--- src/etf_pkg.sv ---
package etf_pkg;

  // Fixed number formats
  localparam int FRAC_BITS = 28;
  localparam int MAX_DIM   = 2048;
  localparam int ITER_BITS = 12;

  localparam int PIX_W      = 11;
  localparam int DIM_W      = 12;
  localparam int CNT_W      = ITER_BITS;
  localparam int GREY_W     = 8;
  localparam int SEED_W     = 32;
  localparam int SEED_FRAC  = 28;
  localparam int CFG_IDX_W  = 3;
  localparam int CFG_DATA_W = 32;
  localparam int IN_DATA_W  = 24;
  localparam int OUT_DATA_W = 24;

  // Derived datapath widths
  localparam int Z_W    = FRAC_BITS + 4;         // Q4.F value
  localparam int M_W    = FRAC_BITS + 1;         // magnitude below 2.0
  localparam int P_W    = 2 * M_W;               // full product
  localparam int QUO_W  = PIX_W + FRAC_BITS + 2; // coordinate quotient bits
  localparam int STEP_W = $clog2(QUO_W);

  // Register indexes
  localparam logic [CFG_IDX_W-1:0] REG_IMAGE_WIDTH     = 3'd0;
  localparam logic [CFG_IDX_W-1:0] REG_IMAGE_HEIGHT    = 3'd1;
  localparam logic [CFG_IDX_W-1:0] REG_ITERATION_LIMIT = 3'd2;
  localparam logic [CFG_IDX_W-1:0] REG_JULIA_MODE      = 3'd3;
  localparam logic [CFG_IDX_W-1:0] REG_SEED_REAL       = 3'd4;
  localparam logic [CFG_IDX_W-1:0] REG_SEED_IMAG       = 3'd5;

  // Register reset values
  localparam logic [DIM_W-1:0]  RST_IMAGE_WIDTH     = 12'd1024;
  localparam logic [DIM_W-1:0]  RST_IMAGE_HEIGHT    = 12'd1024;
  localparam logic [CNT_W-1:0]  RST_ITERATION_LIMIT = 12'd100;
  localparam logic              RST_JULIA_MODE      = 1'b0;
  localparam logic [SEED_W-1:0] RST_SEED            = 32'd0;

  typedef struct packed {
    logic [DIM_W-1:0]  image_width;
    logic [DIM_W-1:0]  image_height;
    logic [CNT_W-1:0]  iteration_limit;
    logic              julia_mode;
    logic [SEED_W-1:0] seed_real;
    logic [SEED_W-1:0] seed_imag;
  } etf_cfg_t;

  // Datapath commands issued by the controller
  typedef enum logic [3:0] {
    CMD_NONE,
    CMD_LOAD,
    CMD_DIV,
    CMD_INIT,
    CMD_MUL,
    CMD_UPD,
    CMD_GREY_LOAD,
    CMD_GREY_STEP,
    CMD_OUT
  } etf_cmd_e;

  typedef struct packed {
    logic at_limit;
    logic escape;
  } etf_status_t;

endpackage

--- src/etf_cfg.sv ---
module etf_cfg (
  input  logic                             clk_i,
  input  logic                             rst_ni,
  input  logic                             cfg_valid_i,
  output logic                             cfg_ready_o,
  input  logic [etf_pkg::CFG_IDX_W-1:0]    cfg_index_i,
  input  logic [etf_pkg::CFG_DATA_W-1:0]   cfg_data_i,
  output etf_pkg::etf_cfg_t                cfg_o
);

  etf_pkg::etf_cfg_t cfg_q, cfg_d;

  assign cfg_ready_o = 1'b1;
  assign cfg_o       = cfg_q;

  // Decode a config word into its register, drop unknown indexes
  always_comb begin
    cfg_d = cfg_q;
    if (cfg_valid_i) begin
      unique case (cfg_index_i)
        etf_pkg::REG_IMAGE_WIDTH:     cfg_d.image_width     = cfg_data_i[etf_pkg::DIM_W-1:0];
        etf_pkg::REG_IMAGE_HEIGHT:    cfg_d.image_height    = cfg_data_i[etf_pkg::DIM_W-1:0];
        etf_pkg::REG_ITERATION_LIMIT: cfg_d.iteration_limit = cfg_data_i[etf_pkg::CNT_W-1:0];
        etf_pkg::REG_JULIA_MODE:      cfg_d.julia_mode      = cfg_data_i[0];
        etf_pkg::REG_SEED_REAL:       cfg_d.seed_real       = cfg_data_i[etf_pkg::SEED_W-1:0];
        etf_pkg::REG_SEED_IMAG:       cfg_d.seed_imag       = cfg_data_i[etf_pkg::SEED_W-1:0];
        default: ;
      endcase
    end
  end

  always_ff @(posedge clk_i or negedge rst_ni) begin
    if (!rst_ni) begin
      cfg_q.image_width     <= etf_pkg::RST_IMAGE_WIDTH;
      cfg_q.image_height    <= etf_pkg::RST_IMAGE_HEIGHT;
      cfg_q.iteration_limit <= etf_pkg::RST_ITERATION_LIMIT;
      cfg_q.julia_mode      <= etf_pkg::RST_JULIA_MODE;
      cfg_q.seed_real       <= etf_pkg::RST_SEED;
      cfg_q.seed_imag       <= etf_pkg::RST_SEED;
    end else begin
      cfg_q <= cfg_d;
    end
  end

endmodule

--- config.mk ---
export PLATFORM = sky130hd
export DESIGN_NAME = etf_cfg
export DESIGN_NICKNAME = d
export VERILOG_FILES = /design/src/etf_pkg.sv /design/src/etf_cfg.sv
export SDC_FILE = /design/constraint.sdc
export NUM_CORES = 1
export LEC_CHECK = 0
export BUFFER_PORTS_ARGS = -buffer_cell sky130_fd_sc_hd__buf_2
export CAP_MARGIN = 20
export CORE_UTILIZATION = 53
export DETAILED_ROUTE_END_ITERATION = 12
export GPL_TIMING_DRIVEN = 0
export PLACE_DENSITY = 0.88
export REMOVE_ABC_BUFFERS = 1
export SKIP_LAST_GASP = 1
export SLEW_MARGIN = 30
export SYNTH_ARGS = -nofsm -noshare
export SYNTH_HDL_FRONTEND = slang
export SYNTH_SLANG_ARGS = --single-unit
--- constraint.sdc ---
create_clock -name clk_i -period 1.1 [get_ports clk_i]
set_input_delay 0.055 -clock clk_i [delete_from_list [all_inputs] [get_ports clk_i]]
set_output_delay 0.055 -clock clk_i [all_outputs]
set_load 0.02 [all_outputs]
# Word-level counts from Yosys, hierarchy flattened
# Index checks and enable logic that the tools add are counted.
# W data, S select, Z words.
# op_classes
n_eq_ne	5
reduce_logical	7
# op_table
op	n
$reduce_and A2 Y1	6
$eq A3 B2 Y1 const B	2
$eq A3 B3 Y1 const B	2
$eq A3 B1 Y1 const B	1
$logic_not A3 Y1	1
# word_totals
ff_bits	101
word_cells	18

# Logic depth before layout (Yosys ltp)
# depth
word_depth	2
ltp_mapped	4
depth_no_buf	2

# Least setup slack after synthesis
# OpenSTA, ideal clock, no wires.
# synth_timing
path_type	input to register
startpoint	input cfg_index_i[1] in the netlist's numbering
endpoint	register cfg_q, in the netlist cfg_o[100]
setup_time_ns	0.125
t_arrival_ns	0.959
required_time_ns	0.975
path_slack_ns	0.017
stages	3
n_path_buf	1
cell_sequence	nor4b_2 buf_4 mux2_2
# synth_via
elab_chain_len	2
# synth_lines
item	line	source
start, declared	etf_cfg.sv:6	input logic [etf_pkg::CFG_IDX_W-1:0] cfg_index_i,
$logic_not A3 Y1	etf_cfg.sv:20	unique case (cfg_index_i)
$reduce_and A2 Y1 (no source line)	--	
end signal, assigned	etf_cfg.sv:41	cfg_q <= cfg_d;
end, declared	etf_cfg.sv:11	etf_pkg::etf_cfg_t cfg_q, cfg_d;
# Every way passes these cells.
# A chain may end at the register's enable or synchronous reset.

# Worst setup path in the final report
# layout_timing
startpoint	register cfg_q, in the netlist cfg_o[87]
endpoint	output cfg_o[87] in the netlist's numbering
# layout_rtl
item	line	source
end, declared	etf_cfg.sv:8	output etf_pkg::etf_cfg_t cfg_o
# No word-level cell between the ends.

==> report_table.html <==
<table>
<tr><th>Metric</th><th>Value</th></tr>
<tr><th colspan="2">Hold path</th></tr>
<tr><td>Hold path startpoint</td><td>cfg_data_i[0]</td></tr>
<tr><td>Worst min path class</td><td>in2reg</td></tr>
<tr><td>Min-Delay Path Depth</td><td>2</td></tr>
<tr><td>Sink of the worst hold path</td><td>cfg_o[32]</td></tr>
<tr><th colspan="2">Logic synthesis</th></tr>
<tr><td>Sequential cell area fraction in the yosys report</td><td>65.3%</td></tr>
<tr><td>Cell taking the most area after synthesis</td><td>dfrtp_1</td></tr>
<tr><td>Total of warnings raised by yosys</td><td>0</td></tr>
<tr><td>Mapped cell area</td><td>3880 µm²</td></tr>
<tr><td>Most numerous cell in the Yosys netlist</td><td>dfrtp_1</td></tr>
<tr><td>EDFF count, synth</td><td>0</td></tr>
<tr><td>Top post-synthesis cells by area</td><td>dfrtp_1 62%, mux2_2 21%, mux2_1 5.8%</td></tr>
<tr><td>Post-Syn Area per Cell</td><td>17.6 µm²</td></tr>
<tr><td>Post-synth top flop</td><td>dfrtp_1</td></tr>
<tr><td>Async SR Flop Fraction</td><td>100%</td></tr>
<tr><td>Area share of the largest cell type after synthesis</td><td>61.9%</td></tr>
<tr><td>Post-synthesis instance total</td><td>220</td></tr>
<tr><td>Count of different cell masters after synthesis</td><td>14</td></tr>
<tr><td>Synth cell count leaders</td><td>96 x dfrtp_1, 71 x mux2_2, 20 x mux2_1, 10 x mux2_4</td></tr>
<tr><td>Flop and latch count out of synthesis</td><td>101</td></tr>
<tr><th colspan="2">Global route</th></tr>
<tr><td>Maximum number of pins on one net before global-route repair</td><td>53</td></tr>
<tr><td>First-pass GRT wire length</td><td>13700 µm</td></tr>
<tr><td>Total gr overflow</td><td>0</td></tr>
<tr><td>Global Route Usage Sum</td><td>24.4%</td></tr>
<tr><td>Number of global-route vias before repair</td><td>2739</td></tr>
<tr><td>Initial antenna violation count</td><td>0</td></tr>
<tr><th colspan="2">Critical path</th></tr>
<tr><td>R2R depth</td><td>1</td></tr>
<tr><td>CP Class</td><td>reg2out</td></tr>
<tr><td>Arrival time worst endpoint</td><td>1.02 ns</td></tr>
<tr><td>Top fanout value on the critical path</td><td>2</td></tr>
<tr><td>CP Buf/Inv Count</td><td>1</td></tr>
<tr><td>Worst path top cell family by delay</td><td>flip-flops</td></tr>
<tr><td>R2R Setup Slk</td><td>0.28 ns</td></tr>
<tr><td>Cell-by-cell trace of the critical path</td><td>buf_6</td></tr>
<tr><td>Critical R2R Launch</td><td>cfg_o[45]</td></tr>
<tr><td>Startpoint type of the worst setup path</td><td>flop</td></tr>
<tr><td>Cell type of the slowest stage on the worst timing path</td><td>dfstp_2</td></tr>
<tr><td>Destination of the worst register-to-register timing path</td><td>cfg_o[45]</td></tr>
<tr><td>Maximum single-stage delay on the critical path</td><td>0.56 ns</td></tr>
<tr><td>Endpoint kind of the worst setup timing path</td><td>primary output</td></tr>
<tr><td>Worst path required time</td><td>1.04 ns</td></tr>
<tr><th colspan="2">Clocking</th></tr>
<tr><td>Inserted Clock Buffers</td><td>9</td></tr>
<tr><td>Maximum buffer depth of the clock tree</td><td>2</td></tr>
<tr><td>Root buffer cell</td><td>clkbuf_8</td></tr>
<tr><td>TritonCTS clock tree</td><td>done</td></tr>
<tr><td>Clock network latency to the later pin of the worst-skew pair</td><td>0.34 ns</td></tr>
<tr><td>Depth of the CTS H-tree</td><td>3</td></tr>
<tr><td>Clock slew at the register clock pins of the worst setup and hold paths</td><td>0.09 ns</td></tr>
<tr><td>Number of clock sinks</td><td>101</td></tr>
<tr><th colspan="2">Detailed routing</th></tr>
<tr><td>Vias</td><td>2566</td></tr>
<tr><td>Mean number of vias per cell</td><td>5.10</td></tr>
<tr><td>Initial drt markers</td><td>38</td></tr>
<tr><td>Number of remaining DRC errors</td><td>0</td></tr>
<tr><td>Average detailed-routed wire length per instance</td><td>18.2 µm</td></tr>
<tr><td>Final WL</td><td>9150 µm</td></tr>
<tr><td>First drt pass iteration count</td><td>4</td></tr>
<tr><td>Number of antenna-violating nets in the routed design</td><td>0</td></tr>
<tr><th colspan="2">Place</th></tr>
<tr><td>Post-placement cell area</td><td>4720 µm²</td></tr>
<tr><td>Count of input and output buffers</td><td>138</td></tr>
<tr><td>Routability-driven placement congestion ratio</td><td>0.788</td></tr>
<tr><td>Half-perimeter wire length of the detailed placement result</td><td>6010 µm</td></tr>
<tr><td>Worst slack at placement</td><td>-0.787 ns</td></tr>
<tr><th colspan="2">Floorplan</th></tr>
<tr><td>Die outline width</td><td>87.6 µm</td></tr>
<tr><td>Number of standard-cell rows in the floorplan</td><td>30</td></tr>
<tr><td>Io pins</td><td>140</td></tr>
<tr><td>Initial cell density of the core</td><td>55.9%</td></tr>
<tr><td>Vertical extent of the die</td><td>87.6 µm</td></tr>
<tr><td>Placeable core region</td><td>6940 µm²</td></tr>
<tr><td>Total Die Area</td><td>7670 µm²</td></tr>
<tr><th colspan="2">STA</th></tr>
<tr><td>Hold Violations, Final</td><td>0</td></tr>
<tr><td>Final Cycle Share</td><td>98.0%</td></tr>
<tr><td>Fmax</td><td>927 MHz</td></tr>
<tr><td>Setup Viol. Count Final</td><td>0</td></tr>
<tr><td>Worst Slack Setup Final</td><td>0.0217 ns</td></tr>
<tr><td>Setup TNS after final layout</td><td>0 ns</td></tr>
<tr><td>Max Clock Skew</td><td>0 ns</td></tr>
<tr><td>Post-route minimum period</td><td>1.08 ns</td></tr>
<tr><td>Count of final max-slew check failures</td><td>0</td></tr>
<tr><td>RSZ-0062 raised after global routing</td><td>true</td></tr>
<tr><td>Tightest hold margin</td><td>0.0376 ns</td></tr>
<tr><th colspan="2">Outcome</th></tr>
<tr><td>Run status</td><td>finished, final reports clean</td></tr>
<tr><th colspan="2">Power and ir drop</th></tr>
<tr><td>Leakage power total</td><td>0.00256 µW</td></tr>
<tr><td>Total power after layout</td><td>10400 µW</td></tr>
<tr><td>Largest vdd supply drop</td><td>1130 µV</td></tr>
<tr><td>Power per standard cell area</td><td>1970 nW/µm²</td></tr>
<tr><th colspan="2">Final layout</th></tr>
<tr><td>Fillcell total</td><td>401</td></tr>
<tr><td>Register Area</td><td>2530 µm²</td></tr>
<tr><td>Area added between synthesis and finish</td><td>36.0%</td></tr>
<tr><td>Fin nets</td><td>440</td></tr>
<tr><td>Inserted Diodes</td><td>0</td></tr>
<tr><td>Area used by multi-input combinational logic</td><td>1270 µm²</td></tr>
<tr><td>Fraction of layout instances using a drive strength above 1</td><td>62.9%</td></tr>
<tr><td>Number of flip-flops in the largest register</td><td>101</td></tr>
<tr><td>Non-Filler Cell Area, Final</td><td>5280 µm²</td></tr>
<tr><th colspan="2">Run</th></tr>
<tr><td>Max Cap Violations</td><td>0</td></tr>
</table>
## what timing repair did
action,in CTS,in global routing
gates resized for setup,8,2
setup endpoints to repair,36,25
hold buffers,32,0
pin swaps,2,0
endpoints found under the hold margin,144,0
setup buffers,3,2
## report_power, final
group / switching (µW) / internal, µW / leakage [µW] / total, µW
Sequential: 443 / 4560 / 0.00120 / 5000
Clock: 1270 / 907 / 0.0000974 / 2170
Combinational: 1870 / 1380 / 0.00126 / 3250
Total: 3580 / 6840 / 0.00256 / 10400
## metal layers
layer	share of wire [%]	vias to the layer above	global-route usage (%)
met2	53	97	43.3
li1	-	1145	-
met1	40	1309	28.7
met4	1.7	0	10.4
met5	0	-	0
met3	5.4	15	5.37
## area by class of cell
| cell class | instances | share of cell area, % |
|---|---|---|
| tap | 96 | 2.27 |
| timing repair buffer | 182 | 22.2 |
| sequential | 101 | 48.0 |
| clock buffer | 10 | 2.61 |
| clock inverter | 6 | 0.853 |
| multi-input combinational | 108 | 24.1 |
## metrics by stage
step | instances | util (%)
CTS | 502 | 75.8
detailed placement | 452 | 68.0
global route | 503 | 76.0
floorplan | 209 | -
global placement | 443 | 66.1
finish | 503 | 76.0
## logic make-up after synthesis
kind of cell | Yosys count | synth area share, %
mux | 101 | 30.3
flops | 101 | 65.3
buf+inv | 11 | 2.64
simple gates | 6 | 1.74
other cells | 1 | 0.0966
## worst max path at each step
| stage | from | endpoint | slack, ns | depth (start not counted) |
|---|---|---|---|---|
| after global placement | cfg_valid_i | cfg_o[63] | -5.53 | 3 |
| after global routing | cfg_o[87] | cfg_o[87] | -0.02 | 1 |
| after CTS | cfg_o[87] | cfg_o[87] | 0.002 | 1 |
| after floorplan | cfg_index_i[0] | cfg_o[32] | -3.43 | 2 |
| final | cfg_o[87] | cfg_o[87] | 0.02 | 1 |
| after detailed placement | cfg_index_i[1] | cfg_o[47] | -0.79 | 6 |
## placed cells by master (no fill, tap or decap), drive strengths merged
| master | count |
|---|---|
| and4bb | 2 |
| buf | 150 |
| clkbuf | 10 |
| clkinv | 3 |
| conb | 1 |
| dfrtp | 96 |
| dfstp | 5 |
| dlygate4sd3 | 32 |
| inv | 3 |
| mux2 | 101 |
| nand4b | 2 |
| nor4b | 1 |
| nor4bb | 1 |
Power figures use the tool's default switching activity.
