--- src/etf_pkg.sv ---
package etf_pkg;

  // Fixed number formats
  localparam int FRAC_BITS = 28;
  localparam int MAX_DIM   = 2048;
  localparam int ITER_BITS = 12;

  localparam int PIX_W      = 11;
  localparam int DIM_W      = 12;
  localparam int CNT_W      = ITER_BITS;
  localparam int GREY_W     = 8;
  localparam int SEED_W     = 32;
  localparam int SEED_FRAC  = 28;
  localparam int CFG_IDX_W  = 3;
  localparam int CFG_DATA_W = 32;
  localparam int IN_DATA_W  = 24;
  localparam int OUT_DATA_W = 24;

  // Derived datapath widths
  localparam int Z_W    = FRAC_BITS + 4;         // Q4.F value
  localparam int M_W    = FRAC_BITS + 1;         // magnitude below 2.0
  localparam int P_W    = 2 * M_W;               // full product
  localparam int QUO_W  = PIX_W + FRAC_BITS + 2; // coordinate quotient bits
  localparam int STEP_W = $clog2(QUO_W);

  // Register indexes
  localparam logic [CFG_IDX_W-1:0] REG_IMAGE_WIDTH     = 3'd0;
  localparam logic [CFG_IDX_W-1:0] REG_IMAGE_HEIGHT    = 3'd1;
  localparam logic [CFG_IDX_W-1:0] REG_ITERATION_LIMIT = 3'd2;
  localparam logic [CFG_IDX_W-1:0] REG_JULIA_MODE      = 3'd3;
  localparam logic [CFG_IDX_W-1:0] REG_SEED_REAL       = 3'd4;
  localparam logic [CFG_IDX_W-1:0] REG_SEED_IMAG       = 3'd5;

  // Register reset values
  localparam logic [DIM_W-1:0]  RST_IMAGE_WIDTH     = 12'd1024;
  localparam logic [DIM_W-1:0]  RST_IMAGE_HEIGHT    = 12'd1024;
  localparam logic [CNT_W-1:0]  RST_ITERATION_LIMIT = 12'd100;
  localparam logic              RST_JULIA_MODE      = 1'b0;
  localparam logic [SEED_W-1:0] RST_SEED            = 32'd0;

  typedef struct packed {
    logic [DIM_W-1:0]  image_width;
    logic [DIM_W-1:0]  image_height;
    logic [CNT_W-1:0]  iteration_limit;
    logic              julia_mode;
    logic [SEED_W-1:0] seed_real;
    logic [SEED_W-1:0] seed_imag;
  } etf_cfg_t;

  // Datapath commands issued by the controller
  typedef enum logic [3:0] {
    CMD_NONE,
    CMD_LOAD,
    CMD_DIV,
    CMD_INIT,
    CMD_MUL,
    CMD_UPD,
    CMD_GREY_LOAD,
    CMD_GREY_STEP,
    CMD_OUT
  } etf_cmd_e;

  typedef struct packed {
    logic at_limit;
    logic escape;
  } etf_status_t;

endpackage

--- src/etf_ctrl.sv ---
module etf_ctrl (
  input  logic                  clk_i,
  input  logic                  rst_ni,
  input  logic                  in_valid_i,
  output logic                  in_ready_o,
  output logic                  out_valid_o,
  input  logic                  out_ready_i,
  input  etf_pkg::etf_status_t  status_i,
  output etf_pkg::etf_cmd_e     cmd_o
);

  localparam int STEP_W = etf_pkg::STEP_W;

  localparam logic [2:0] S_IDLE = 3'd0;
  localparam logic [2:0] S_DIV  = 3'd1;
  localparam logic [2:0] S_INIT = 3'd2;
  localparam logic [2:0] S_MUL  = 3'd3;
  localparam logic [2:0] S_ADD  = 3'd4;
  localparam logic [2:0] S_GREY = 3'd5;
  localparam logic [2:0] S_FIN  = 3'd6;

  logic [2:0]        state_q, state_d;
  logic [STEP_W-1:0] step_q, step_d;
  logic              out_valid_q, out_valid_d;
  logic              out_load;

  // Sequence one pixel: divide, iterate, scale an escaped count, hand to the output register
  always_comb begin
    state_d    = state_q;
    step_d     = step_q;
    cmd_o      = etf_pkg::CMD_NONE;
    in_ready_o = 1'b0;
    out_load   = 1'b0;
    unique case (state_q)
      S_IDLE: begin
        in_ready_o = 1'b1;
        if (in_valid_i) begin
          cmd_o   = etf_pkg::CMD_LOAD;
          step_d  = STEP_W'(etf_pkg::QUO_W - 1);
          state_d = S_DIV;
        end
      end
      S_DIV: begin
        cmd_o = etf_pkg::CMD_DIV;
        if (step_q == '0) begin
          state_d = S_INIT;
        end else begin
          step_d = step_q - STEP_W'(1);
        end
      end
      S_INIT: begin
        cmd_o   = etf_pkg::CMD_INIT;
        state_d = S_MUL;
      end
      S_MUL: begin
        if (status_i.at_limit) begin
          state_d = S_FIN;
        end else begin
          cmd_o   = etf_pkg::CMD_MUL;
          state_d = S_ADD;
        end
      end
      S_ADD: begin
        if (status_i.escape) begin
          cmd_o   = etf_pkg::CMD_GREY_LOAD;
          step_d  = STEP_W'(etf_pkg::GREY_W - 1);
          state_d = S_GREY;
        end else begin
          cmd_o   = etf_pkg::CMD_UPD;
          state_d = S_MUL;
        end
      end
      S_GREY: begin
        cmd_o = etf_pkg::CMD_GREY_STEP;
        if (step_q == '0) begin
          state_d = S_FIN;
        end else begin
          step_d = step_q - STEP_W'(1);
        end
      end
      S_FIN: begin
        // Hold until the output register is free or being emptied
        if (!out_valid_q || out_ready_i) begin
          cmd_o    = etf_pkg::CMD_OUT;
          out_load = 1'b1;
          state_d  = S_IDLE;
        end
      end
      default: begin
        state_d = S_IDLE;
      end
    endcase
  end

  // Output word is held until taken
  assign out_valid_d = (out_valid_q & ~out_ready_i) | out_load;
  assign out_valid_o = out_valid_q;

  always_ff @(posedge clk_i or negedge rst_ni) begin
    if (!rst_ni) begin
      state_q     <= S_IDLE;
      step_q      <= '0;
      out_valid_q <= 1'b0;
    end else begin
      state_q     <= state_d;
      step_q      <= step_d;
      out_valid_q <= out_valid_d;
    end
  end

endmodule

--- config.mk ---
export PLATFORM = sky130hd
export DESIGN_NAME = etf_ctrl
export DESIGN_NICKNAME = d
export VERILOG_FILES = /design/src/etf_pkg.sv /design/src/etf_ctrl.sv
export SDC_FILE = /design/constraint.sdc
export NUM_CORES = 1
export LEC_CHECK = 0
export BUFFER_PORTS_ARGS = -buffer_cell sky130_fd_sc_hd__buf_4
export CORE_MARGIN = 2
export CORE_UTILIZATION = 55
export DETAILED_ROUTE_END_ITERATION = 8
export GPL_ROUTABILITY_DRIVEN = 0
export GPL_TIMING_DRIVEN = 0
export PLACE_DENSITY = 0.79
export SYNTH_ARGS = -nofsm -noshare
export SYNTH_HDL_FRONTEND = slang
export SYNTH_SLANG_ARGS = --single-unit
--- constraint.sdc ---
create_clock -name clk_i -period 4 [get_ports clk_i]
set_input_delay 0.4 -clock clk_i [delete_from_list [all_inputs] [get_ports clk_i]]
set_output_delay 0.4 -clock clk_i [all_outputs]
set_load 0.01 [all_outputs]
Yosys cells after proc, flatten, opt, wreduce, memory -nomap -nowiden
Cells that the tools add are included.
{"block": "totals", "reg_bits": 10, "in_bits": 6, "out_inout_bits": 6, "word_cells": 46}
{"block": "classes", "add_sub_neg": 1, "eq_ne": 12, "muxes": 19, "bitwise_logic": 3, "reduce_logical": 8}
{"operator": "one-hot mux 4 bit (7 select lines)", "count": 1}
{"operator": "one-hot mux 3 bit (7 select lines)", "count": 1}
{"operator": "2-to-1 mux 3 bit", "count": 6}
{"operator": "2-to-1 mux 6 bit", "count": 3}
{"operator": "one-hot mux 6 bit (3 select lines)", "count": 1}
{"operator": "inequality test 2 bit, second input constant", "count": 6}
{"operator": "== test 3 bit, second input constant", "count": 3}
{"operator": "AND reduction 4 bit", "count": 2}
{"operator": "== test 3 x 2 -> 1 bit, second input constant", "count": 2}
{"operator": "zero test 6 bit", "count": 1}
{"operator": "subtractor 6 x 1 -> 6 bit, second input constant", "count": 1}
{"operator": "2-to-1 mux 1 bit", "count": 4}
{"operator": "2-to-1 mux 2 bit", "count": 2}
{"operator": "2-to-1 mux 4 bit", "count": 1}
{"operator": "== test 3 x 1 -> 1 bit, second input constant", "count": 1}
{"operator": "zero test 3 bit", "count": 1}
{"operator": "nonzero test 3 bit", "count": 1}
{"operator": "OR reduction 2 bit", "count": 1}
{"operator": "AND 1 bit", "count": 1}
{"operator": "zero test 1 bit", "count": 1}
{"operator": "logical OR 1 bit", "count": 1}
{"operator": "NOT 1 bit", "count": 1}
{"operator": "OR 1 bit", "count": 1}

Logic depth before layout (Yosys ltp)
Gate-level depths: netlist (run 1).
{"block": "logic_depth", "word_depth": 5, "mapped_depth": 6, "ltp_nobuf": 6}

Least setup slack after synthesis (run 1)
OpenSTA, ideal clock, no wires.
{"block": "synth_path", "path_kind": "reg2reg", "start": "reg step_q[0]", "end": "reg step_q[0]", "setup_time_ns": 0.128, "arrival_ns": 1.403, "t_required_ns": 3.872, "slack_ns": 2.469, "stages_incl_launch_ff": 7, "path_buffers": 0, "synth_period_minus_slack_ns": 1.531, "path_cell_list": "dfrtp_1 inv_1 ha_1 nor2b_1 nand3_1 nand2_1 mux2_1"}
{"block": "synth_via", "elab_chain_len": 3, "elab_cells_between_ends": 6, "cone_classes": "add/sub: 1; eq/ne: 1; mux: 2; reduce/logical: 2"}
{"item": "start, declared", "line_no": "etf_ctrl.sv:23", "source": "logic [STEP_W-1:0] step_q, step_d;"}
{"item": "start signal, assigned", "line_no": "etf_ctrl.sv:106", "source": "step_q <= step_d;"}
{"item": "subtractor 6 x 1 -> 6 bit or zero test 6 bit (tied branches)"}
{"item": "2-to-1 mux 6 bit or inequality test 2 bit (tied branches)"}
{"item": "one-hot mux 6 bit (3 select lines) or AND reduction 4 bit (tied branches)"}
Parallel ways exist; a longest one is shown, timed or not. The select of a mux whose other input is x is not followed.
A chain may end at the register's enable or synchronous reset.

Worst setup path after layout (run 1)
{"block": "layout_path", "start": "reg state_q[1]", "end": "out cmd_o[2]"}
{"block": "layout_via", "elab_chain_len": 2, "elab_cells_between_ends": 8, "cone_classes": "eq/ne: 6; mux: 1; reduce/logical: 1"}
{"item": "start, declared", "line_no": "etf_ctrl.sv:22", "source": "logic [2:0] state_q, state_d;"}
{"item": "start signal, assigned", "line_no": "etf_ctrl.sv:105", "source": "state_q <= state_d;"}
{"item": "== test 3 bit, or another cell as far along", "line_no": "etf_ctrl.sv:34", "source": "unique case (state_q)"}
{"item": "one-hot mux 4 bit (7 select lines) *", "line_no": "etf_ctrl.sv:34"}
{"item": "end, declared", "line_no": "etf_ctrl.sv:9", "source": "output etf_pkg::etf_cmd_e cmd_o"}
Mark *: on every way between the ends. The rest lies on a longest branch, timed or not.

==> metrics.md, run 1 <==
| Metric | Value |
|---|---|
| Clk_lat worst skew | 0.27 ns |
| R2R depth | 6 |
| IO Count | 12 |
| Dpl cells | 112 |
| Most area-hungry cell type in the Yosys netlist | dfrtp_1 |
| Outcome | finished clean |
| Global-route wire length before repair | 2366 µm |
| Post-Syn Area per Cell | 8.424 µm² |
| DR vias | 669 |
| Synth Cell Area | 724.4 µm² |
| Die boundary height | 40.29 µm |
| Die ar. | 0.001623 mm² |
| Crit share post-route | 49.80% |
| GR Overflow Total | 0 |
| Max-cap violations | 0 |
| Final Skew | 0.008185 ns |
| Switching Share | 45.60% |
| Post_cts resized | 0 |
| Post-synthesis sequential area ratio | 34.54% |
| Clock Path Buffers | 2 |
| Critical path required time | 3.60 ns |
| Synth Area in XOR/XNOR | 0% |
| CTS buffer count | 3 |
| Leak Pwr | 0.3911 nW |
| WL/cell | 13.86 µm |
| Slew HR | 73.73% |
| Antenna violation net count after detailed routing | 0 |
| Initial Utilization | 57.10% |
| Net Switching | 316.9 µW |
| Antenna violations before repair | 0 |
| Int Power | 378.1 µW |
| Number of global-route vias before repair | 527 |
| Die width | 40.29 µm |
| Seq cells post-synth | 10 |
| Compound-Gate Fraction of Synth Area | 21.42% |
| 1st-pass router iterations | 4 |
| Synth Warn # | 0 |
| CTS sink count | 10 |
| # rows | 13 |
| Antenna fix cells | 0 |
| Post-synthesis mux area share | 4.318% |
| Core region area | 0.001269 mm² |
| Post-synth top area share | 34.54% |
| Detailed placement HPWL | 1207 µm |
| WP data arrival | 1.59 ns |
| VDD IR max | 457.8 µV |
| Tot Pwr | 695.1 µW |
| P&R area growth vs syn | 18.48% |
| Avg Vias per Cell | 5.767 |
| Fmax | 502.0 MHz |
| TritonCTS clock tree | done |
| Placed cell area | 825.8 µm² |
| Top post-synthesis cells by area | dfrtp_1, nand2b_1, nand2_1 |
| WHS Path Cells | 3 |
| Finished Layout Cells | 116 |
| Nets | 111 |
| Post-layout min period | 1.992 ns |
| Final setup fails | 0 |
| Total track usage | 22.53% |
| Crit end category | output pin |
| Post-synth EDFFs | 0 |
| Comb pwr share | 62.2% |
| Initial DRC Count | 23 |
| Final setup TNS | 0 ns |
| RSZ-0062 raised after global routing | false |
| Power per cell area | 809.8 mW/mm² |
| Synthesized instance count | 86 |
| Startpoint Class | flop |
| IO Port Bufs | 11 |
| Largest net degree at the start of global routing | 11 |
| Synth Area in Simple Gates | 31.78% |
| Sequential power share | 28.0% |
| Adder-cell share of the synthesized area | 3.454% |
| Largest family of logic cells by synthesized area | simple AND/OR/NAND/NOR gates |
| H-Tree Depth | 1 |
| Ys async rst share | 100.0% |
| Post-synthesis net count | 94 |
| HP Class | input pin to flop |
| Clock power share | 9.9% |
| Worst-path clk slew | 0.07 ns |
| DRC | 0 |
| Crit Path Max Fanout | 10 |
| Dominant synthesized flop cell | dfrtp_1 |
| Unique masters post-synth | 34 |
| Final Hold Fails | 0 |
| Drt total wl | 1608 µm |
| Fraction of layout cells with a size suffix above 1 | 20.79% |
| CTS root buf | clkbuf_4 |
| Max-slew violations | 0 |
| Least-Margin Pin Slew | 0.3940 ns |
| Final Core Density | 67.65% |
| Crit path kind | flop to output pin |
| Final Instance Area | 858.3 µm² |
[routing by layer]
metal / global-route usage [%] / share of wire [%] / wire [µm]
met1: 31.49 / 46 / 734
met2: 34.27 / 50 / 797
met3: 5.000 / 4.0 / 65
met4: 7.500 / 0.62 / 10
met5: 0 / 0 / 0
[layout make-up]
cell class,count,area (µm²)
buffer,4,21.27
clock buffer,3,22.52
fill,115,410.4
inverter,3,11.26
multi-input combinational,69,441.7
sequential,10,250.2
tap,15,18.77
timing repair buffer,12,92.59
[cells in the mapped netlist, types with 2 or more instances]
master and count:
dfrtp_1 10, nor3_1 4, a21o_1 2, a21oi_1 2
inv_1 3, nor2_1 6, nor2b_1 5, o21ai_1 5
nand3b_1 2, nand2b_1 7, buf_2 2, ha_1 2
mux2i_1 2, nand3_1 2, o21ai_0 5, nand2_1 9
[registers in the layout (all words and copies together), names as in the netlist]
register     flops
out_valid_o      1
step_q           6
state_q          3
[repair_timing]
item / 4_1_cts / 5_1_grt
hold buffers: 1 / 0
hold endpoints to repair: 10 / 0
buffers inserted: 0 / 0
endpoints found under the setup margin: 0 / 0
[layout by cell type, fill, tap and decap left out, types with 2 or more instances in the layout]
master / Yosys / layout
buf_4: 1 / 12
dfrtp_1: 10 / 10
nand2_1: 9 / 9
nand2b_1: 7 / 7
nor2_1: 6 / 6
nor2b_1: 5 / 5
o21ai_1: 5 / 5
o21ai_0: 5 / 5
nor3_1: 4 / 4
inv_1: 3 / 3
clkbuf_4: 0 / 3
buf_2: 2 / 2
nand3b_1: 2 / 2
a21oi_1: 2 / 2
nand3_1: 2 / 2
mux2i_1: 2 / 2
a21o_1: 2 / 2
ha_1: 2 / 2
[power by group through the flow]
stage	Clock [mW]	Sequential, mW	Combinational [mW]
6_report	0.0685	0.194	0.432
5_1_grt	0.0736	0.200	0.479
4_1_cts	0.0686	0.193	0.432
3_5_place_dp	0	0.195	0.430
3_3_place_gp	0	0.193	0.419
2_1_floorplan	0	0.186	0.314
[path summary, 6_finish.rpt]
check                            startpoint  slack [ns]           to
worst min register to register  out_valid_o        0.54  out_valid_o
max in group asynchronous            rst_ni        3.36  out_valid_o
worst min-delay path            status_i[0]        0.44   state_q[2]
worst max-delay path             state_q[1]        2.01     cmd_o[2]
min in group asynchronous            rst_ni        0.49    step_q[4]
worst max register to register    step_q[0]        2.26    step_q[0]
[critical path, stage by stage (launching register included)]
cell and delay (ns):
dfrtp_1 0.32, buf_2 0.23, clkbuf_1 0.36, nand3b_1 0.15
o21ai_1 0.14, buf_4 0.13
[logic make-up (layout without fill, tap and decap cells)]
family,after synthesis,count (layout)
flops,10,10
compound gates,23,23
simple gates,41,41
mux,3,3
fa+ha+maj,2,2
buf+inv,7,22
[through the flow]
step / hold WS, ns / setup slack (ns)
final: 0.4387 / 2.008
after detailed placement: 0.2350 / 2.270
after floorplan: 0.1044 / 2.469
after global routing: 0.4664 / 1.933
after global placement: 0.2369 / 2.303
after CTS: 0.4461 / 2.021
(Power assumes the default switching activity.)
==> run 2: changes to the inputs <==
- ABC_AREA: default -> 1
- CORE_UTILIZATION: 55 -> 53
- PLACE_DENSITY: 0.79 -> 0.77
- clock period: 4 -> 2 ns (I/O delays scaled with it)
==> run 2 against run 1 <==
Net effect: area after synthesis rose by 1.6%; non-clock buffer count fell by 3; power rose by 120%; clock skew fell by 0.0057 ns; sequential power rose by 97%; register-to-register slack got worse by 1.6 ns; critical path type unchanged; highest routed layer unchanged.
==> metrics.md, run 2 <==
| Metric | Value |
|---|---|
| Met3 capacity usage during global routing | 3.261% (-1.7 points) |
| Critical path required time | 1.80 ns (-1.80 ns) |
| Fraction of layout cells with a size suffix above 1 | 20.16% (-0.63 points) |
| Nets | 133 (+20%) |
| WHS | 0.1267 ns (-0.3120 ns) |
| # rows | 13 (unchanged) |
| Leak Pwr | 0.4952 nW (+27%) |
| CP top delay family | flip-flops |
| Clk_lat worst skew | 0.28 ns (about the same) |
| Most area-hungry cell type in the Yosys netlist | dfrtp_1 |
| H-Tree Depth | 1 (unchanged) |
| Post_cts resized | 0 (unchanged) |
| Crit Path Max Fanout | 6 (-4) |
| Slew HR | 78.37% (+4.6 points) |
| Fmax | 601.2 MHz |
| Largest family of logic cells by synthesized area | simple AND/OR/NAND/NOR gates |
| Startpoint Class | flop |
| Initial Utilization | 56.54% (-0.56 points) |
| Grt met1 use | 31.91% (+0.42 points) |
| Die ar. | 0.001702 mm² (+4.8%) |
| Fin worst setup slack | 0.3367 ns (-1.671 ns) |
| CP bufs+invs | 2 (-1) |
| Compound-Gate Fraction of Synth Area | 10.20% (-11 points) |
| Drt total wl | 1603 µm (-0.31%) |
| Power per cell area | 1709 mW/mm² (+110%) |
| Largest net degree at the start of global routing | 11 (unchanged) |
| Synth Area in XOR/XNOR | 1.190% (+1.2 points) |
| Die boundary height | 41.26 µm (+2.4%) |
| GR Util met2 | 38.67% (+4.4 points) |
| Clock Path Buffers | 2 (unchanged) |
| P&R area growth vs syn | 20.07% |
| Crit end category | output pin |
| HP Class | input pin to flop |
| Most frequent cell after synthesis | nand2_1 |
| CTS buffer count | 3 (unchanged) |
| Synth Area in Simple Gates | 41.67% (+9.9 points) |
| Worst-path clk slew | 0.07 ns (about the same) |
| Core region area | 0.001301 mm² (+2.6%) |
| Synthesized instance count | 108 (+26%) |
| Post-synthesis sequential area ratio | 34.01% (-0.53 points) |
| Synth Cell Area | 735.7 µm² (+1.6%) |
| Synth Warn # | 0 (unchanged) |
| Grt peak-use layer | met2 |
| Ys async rst share | 100.0% (unchanged) |
| CP max-delay cell | dfrtp_1 |
| Final Skew | 0.002473 ns (-0.005712 ns) |
| Avg Vias per Cell | 5.230 (-9.3%) |
| Unique masters post-synth | 24 (-29%) |
| FF-to-FF setup slack | 0.63 ns (-1.63 ns) |
| Post-synth top area share | 34.01% (-0.53 points) |
| Post-synth EDFFs | 0 (unchanged) |
| Number of global-route vias before repair | 635 (+20%) |
| Crit share post-route | 83.17% |
| Initial DRC Count | 19 (-17%) |
| Seq cells post-synth | 10 (unchanged) |
| Final setup fails | 0 (unchanged) |
| Antenna fix cells | 0 (unchanged) |
| Net Switching | 744.2 µW (+130%) |
| 1st-pass router iterations | 4 (unchanged) |
| Switching Share | 49.29% (+3.7 points) |
| Critical Path Most Common Cell | nor2_1 |
| Least-Margin Pin Slew | 0.3211 ns (-0.07286 ns) |
| RSZ-0062 raised after global routing | false |
| Biggest register | step_q |
| Largest register FFs | 6 (unchanged) |
| IO Count | 12 (unchanged) |
| WL/cell | 11.53 µm (-17%) |
| Post-synthesis mux area share | 0% (-4.3 points) |
| TritonCTS clock tree | done |
| Adder-cell share of the synthesized area | 3.401% (-0.053 points) |
| DRC | 0 (unchanged) |
| VDD IR max | 1071 µV (+130%) |
| Outcome | finished clean |
| Post-layout min period | 1.663 ns |
| Die width | 41.26 µm (+2.4%) |
| Antenna violation net count after detailed routing | 0 (unchanged) |
| Final Hold Fails | 0 (unchanged) |
| CP max stage delay | 0.45 ns (+0.09 ns) |
| Max-cap violations | 0 (unchanged) |
| Final setup TNS | 0 ns (unchanged) |
| Top post-synthesis cells by area | dfrtp_1, nand2_1, inv_1 |
| Max-slew violations | 0 (unchanged) |
| CTS sink count | 10 (unchanged) |
| Global-route wire length before repair | 2649 µm (+12%) |
| IO Port Bufs | 11 (unchanged) |
| GR Overflow Total | 0 (unchanged) |
| Detailed placement HPWL | 1278 µm (+5.9%) |
| Int Power | 765.5 µW (+100%) |
| CP cell instances | nor2_1 -> nand3_1 -> inv_1 -> nor2_1 -> o211ai_1 -> buf_4 |
| Antenna violations before repair | 0 (unchanged) |
| Most common cell after layout, fill and taps aside | nand2_1 |
| Total track usage | 23.65% (+1.1 points) |
| WP data arrival | 1.46 ns (-0.13 ns) |
| Sequential power share | 25.3% (-2.7 points) |
| Most frequent cells in the layout | nand2_1, inv_1, nor2_1, buf_4, dfrtp_1 |
| Dominant synthesized flop cell | dfrtp_1 |
| Post-synthesis net count | 116 (+23%) |
| CTS root buf | clkbuf_4 |
| Crit path kind | flop to output pin |
| Clock power share | 12.8% (+2.9 points) |
| Dpl ws | 0.6400 ns (-1.630 ns) |
| DR vias | 727 (+8.7%) |
| Comb pwr share | 61.9% (-0.3 points) |
| Synth cell count leaders | nand2_1, inv_1, nor2_1 |
| Post-Syn Area per Cell | 6.812 µm² (-19%) |
-- run 2: worst paths after layout --
path,from,to,cells past startpoint
setup / recovery,state_q[1],cmd_o[0],6
hold / removal,out_ready_i,out_valid_o,2
setup reg to reg,step_q[0],state_q[2],8
hold reg to reg,step_q[0],step_q[0],2
max in group asynchronous,rst_ni,step_q[0],2
min in group asynchronous,rst_ni,out_valid_o,2
-- run 2: logic make-up (layout without fill, tap and decap cells) --
kind of cell,Yosys count,in the layout
buffers and inverters,16,32
AO/OA/AOI/OAI,14,14
adder cells (fa/ha/maj),2,2
AND/OR/NAND/NOR,65,65
XOR/XNOR,1,1
flip-flops,10,10
-- run 2: final cells by class --
cell class	instances	area, µm²
Fill cell	119	417.9
Sequential cell	10	250.2
Inverter	15	58.81
Tap cell	15	18.77
Timing Repair Buffer	12	92.59
Multi-Input combinational cell	82	415.4
Buffer	1	11.26
Clock buffer	4	36.28
-- run 2: metal layers --
layer,up-vias,wire (µm)
li1,382,-
met1,312,746
met2,30,733
met3,3,99
met4,0,24
met5,-,0
-- run 2: power groups by stage --
stage / Sequential [mW] / Combinational, mW / Clock, mW
floorplan: 0.363 / 0.704 / 0
global placement: 0.380 / 0.903 / 0
detailed placement: 0.384 / 0.933 / 0
CTS: 0.380 / 0.940 / 0.194
global route: 0.393 / 1.07 / 0.200
finish: 0.382 / 0.935 / 0.194
-- run 2: stage by stage --
stage                     util, %  power (mW)  std cells  instance area [µm²]
after floorplan                 -       1.067        108                735.7
after global placement      64.33       1.283        134                837.1
after detailed placement    64.33       1.317        134                837.1
after CTS                   67.88       1.513        139                883.3
after global routing        67.88       1.664        139                883.3
final                       67.88       1.510        139                883.3
-- run 2: repair_timing --
item	in CTS	in global routing
buffers inserted	0	0
endpoints found under the hold margin	10	0
hold buffers	1	0
==> run 3: changes to the inputs <==
- clock period: 2 -> 1.7 ns (I/O delays scaled with it)
==> run 3 against run 2 <==
Net effect: worst setup slack lost 0.27 ns; sequential power grew 19%; critical path depth shrank 2; critical path type unchanged; largest power group unchanged.
==> metrics.md, run 3 (same netlist as run 2, synthesis figures left out) <==
| Metric | Value |
|---|---|
| H-Tree Depth | 1 (unchanged) |
| Detailed placement HPWL | 1278 µm (unchanged) |
| Nets | 133 (unchanged) |
| Crit Path Max Fanout | 6 (unchanged) |
| Most common cell after layout, fill and taps aside | nand2_1 |
| Final Core Density | 68.17% (+0.29 points) |
| Final Hold Fails | 0 (unchanged) |
| Antenna violation net count after detailed routing | 0 (unchanged) |
| Largest register FFs | 6 (unchanged) |
| GR Overflow Total | 0 (unchanged) |
| Worst-path clk slew | 0.08 ns (about the same) |
| Crit path kind | flop to output pin |
| Final setup fails | 0 (unchanged) |
| Worst Min Path Start | out_ready_i |
| FF-to-FF setup slack | 0.32 ns (-0.31 ns) |
| Crit share post-route | 95.93% |
| VDD IR max | 1280 µV (+20%) |
| WL/cell | 11.58 µm (+0.37%) |
| Fmax | 613.2 MHz |
| IO Count | 12 (unchanged) |
| CP bufs+invs | 2 (unchanged) |
| Crit end category | output pin |
| Fraction of layout cells with a size suffix above 1 | 21.77% (+1.6 points) |
| Largest net degree at the start of global routing | 11 (unchanged) |
| RSZ-0062 raised after global routing | true |
| Levels on crit path | 4 (-2) |
| FF-to-FF End | state_q[2] |
| Max-slew violations | 0 (unchanged) |
| Die ar. | 0.001702 mm² (unchanged) |
| Dpl ws | 0.3400 ns (-0.3000 ns) |
| Fin worst setup slack | 0.06920 ns (-0.2675 ns) |
| CP max stage delay | 0.45 ns (about the same) |
| Number of global-route vias before repair | 635 (unchanged) |
| # rows | 13 (unchanged) |
| R2R depth | 8 (unchanged) |
| Least-Margin Pin Slew | 0.3205 ns (-0.0006421 ns) |
| R2R Path Start | step_q[0] |
| Power per cell area | 2014 mW/mm² (+18%) |
| Final Skew | 0.004948 ns (+0.002475 ns) |
| WHS Path Cells | 2 (unchanged) |
| Avg Vias per Cell | 5.144 (-1.7%) |
| Hold path endpoint | out_valid_o |
| CP cell instances | inv_1 -> a21oi_1 -> or2_2 -> buf_4 |
| WP data arrival | 1.46 ns (about the same) |
| IO Port Bufs | 11 (unchanged) |
| Outcome | finished clean |
| Drt total wl | 1609 µm (+0.37%) |
| Clk_lat worst skew | 0.28 ns (about the same) |
| Tot Pwr | 1.787 mW (+18%) |
| Most frequent cells in the layout | nand2_1, inv_1, buf_4, nor2_1, dfrtp_1 |
| P&R area growth vs syn | 20.58% |
| HP Class | input pin to flop |
| Post-layout min period | 1.631 ns |
| 1st-pass router iterations | 4 (unchanged) |
| Critical path required time | 1.53 ns (-0.27 ns) |
| Total track usage | 23.65% (unchanged) |
| Die boundary height | 41.26 µm (unchanged) |
| CP max-delay cell | dfrtp_2 |
| Final setup TNS | 0 ns (unchanged) |
| Core region area | 0.001301 mm² (unchanged) |
| Biggest register | step_q |
| Initial DRC Count | 12 (-7) |
| Max-cap violations | 0 (unchanged) |
| DR vias | 715 (-1.7%) |
| Crit. Startpoint | state_q[0] |
| Antenna fix cells | 0 (unchanged) |
| CP top delay family | flip-flops |
| CTS sink count | 10 (unchanged) |
| DRC | 0 (unchanged) |
| Startpoint Class | flop |
| Antenna violations before repair | 0 (unchanged) |
| WHS | 0.09380 ns (-0.03292 ns) |
| Leak Pwr | 0.4943 nW (-0.18%) |
| CTS root buf | clkbuf_4 |
| TritonCTS clock tree | done |
| Die width | 41.26 µm (unchanged) |
| Slew HR | 78.41% (about the same) |
| CTS buffer count | 3 (unchanged) |
| Clock Path Buffers | 2 (unchanged) |
| Initial Utilization | 56.54% (unchanged) |
| Global-route wire length before repair | 2649 µm (unchanged) |
==> run 3: cell counts in the layout (fill, tap and decap cells not counted) <==
Identical to the previous run, type by type.
==> run 3: where the power goes <==
part / total [mW] / switching (mW) / internal (mW)
logic: 1.10 / 0.671 / 0.432
clock network: 0.229 / 0.0985 / 0.130
registers: 0.454 / 0.112 / 0.343
==> run 3: layer usage <==
layer | track usage [%] | routed length (µm) | vias up
li1 | - | - | 380
met1 | 31.91 | 757 | 310
met2 | 38.67 | 746 | 22
met3 | 3.261 | 80 | 3
met4 | 7.258 | 25 | 0
met5 | 0 | 0 | -
==> run 3: per-stage QoR <==
step	area (µm²)	cells
finish	887.1	139
CTS	883.3	139
global placement	837.1	134
floorplan	735.7	108
global route	887.1	139
detailed placement	837.1	134
==> run 3: repair_timing <==
item                                   CTS  global route
setup endpoints to repair                0             3
buffers inserted                         0             0
hold buffers                             1             0
endpoints found under the hold margin   10             0
resized for setup                        0             2
==> run 3: final cells by class <==
cell class	instances	area (µm²)
Sequential cell	10	251.5
Clock buffer	4	36.28
Tap cell	15	18.77
Buffer	1	11.26
Fill cell	117	414.1
Inverter	15	58.81
Timing Repair Buffer	12	92.59
Multi-Input combinational cell	82	417.9
==> run 3: worst max-delay path by stage <==
stage	end
after floorplan	state_q[2]
after global placement	state_q[2]
after detailed placement	state_q[2]
after CTS	cmd_o[0]
after global routing	cmd_o[2]
final	cmd_o[1]
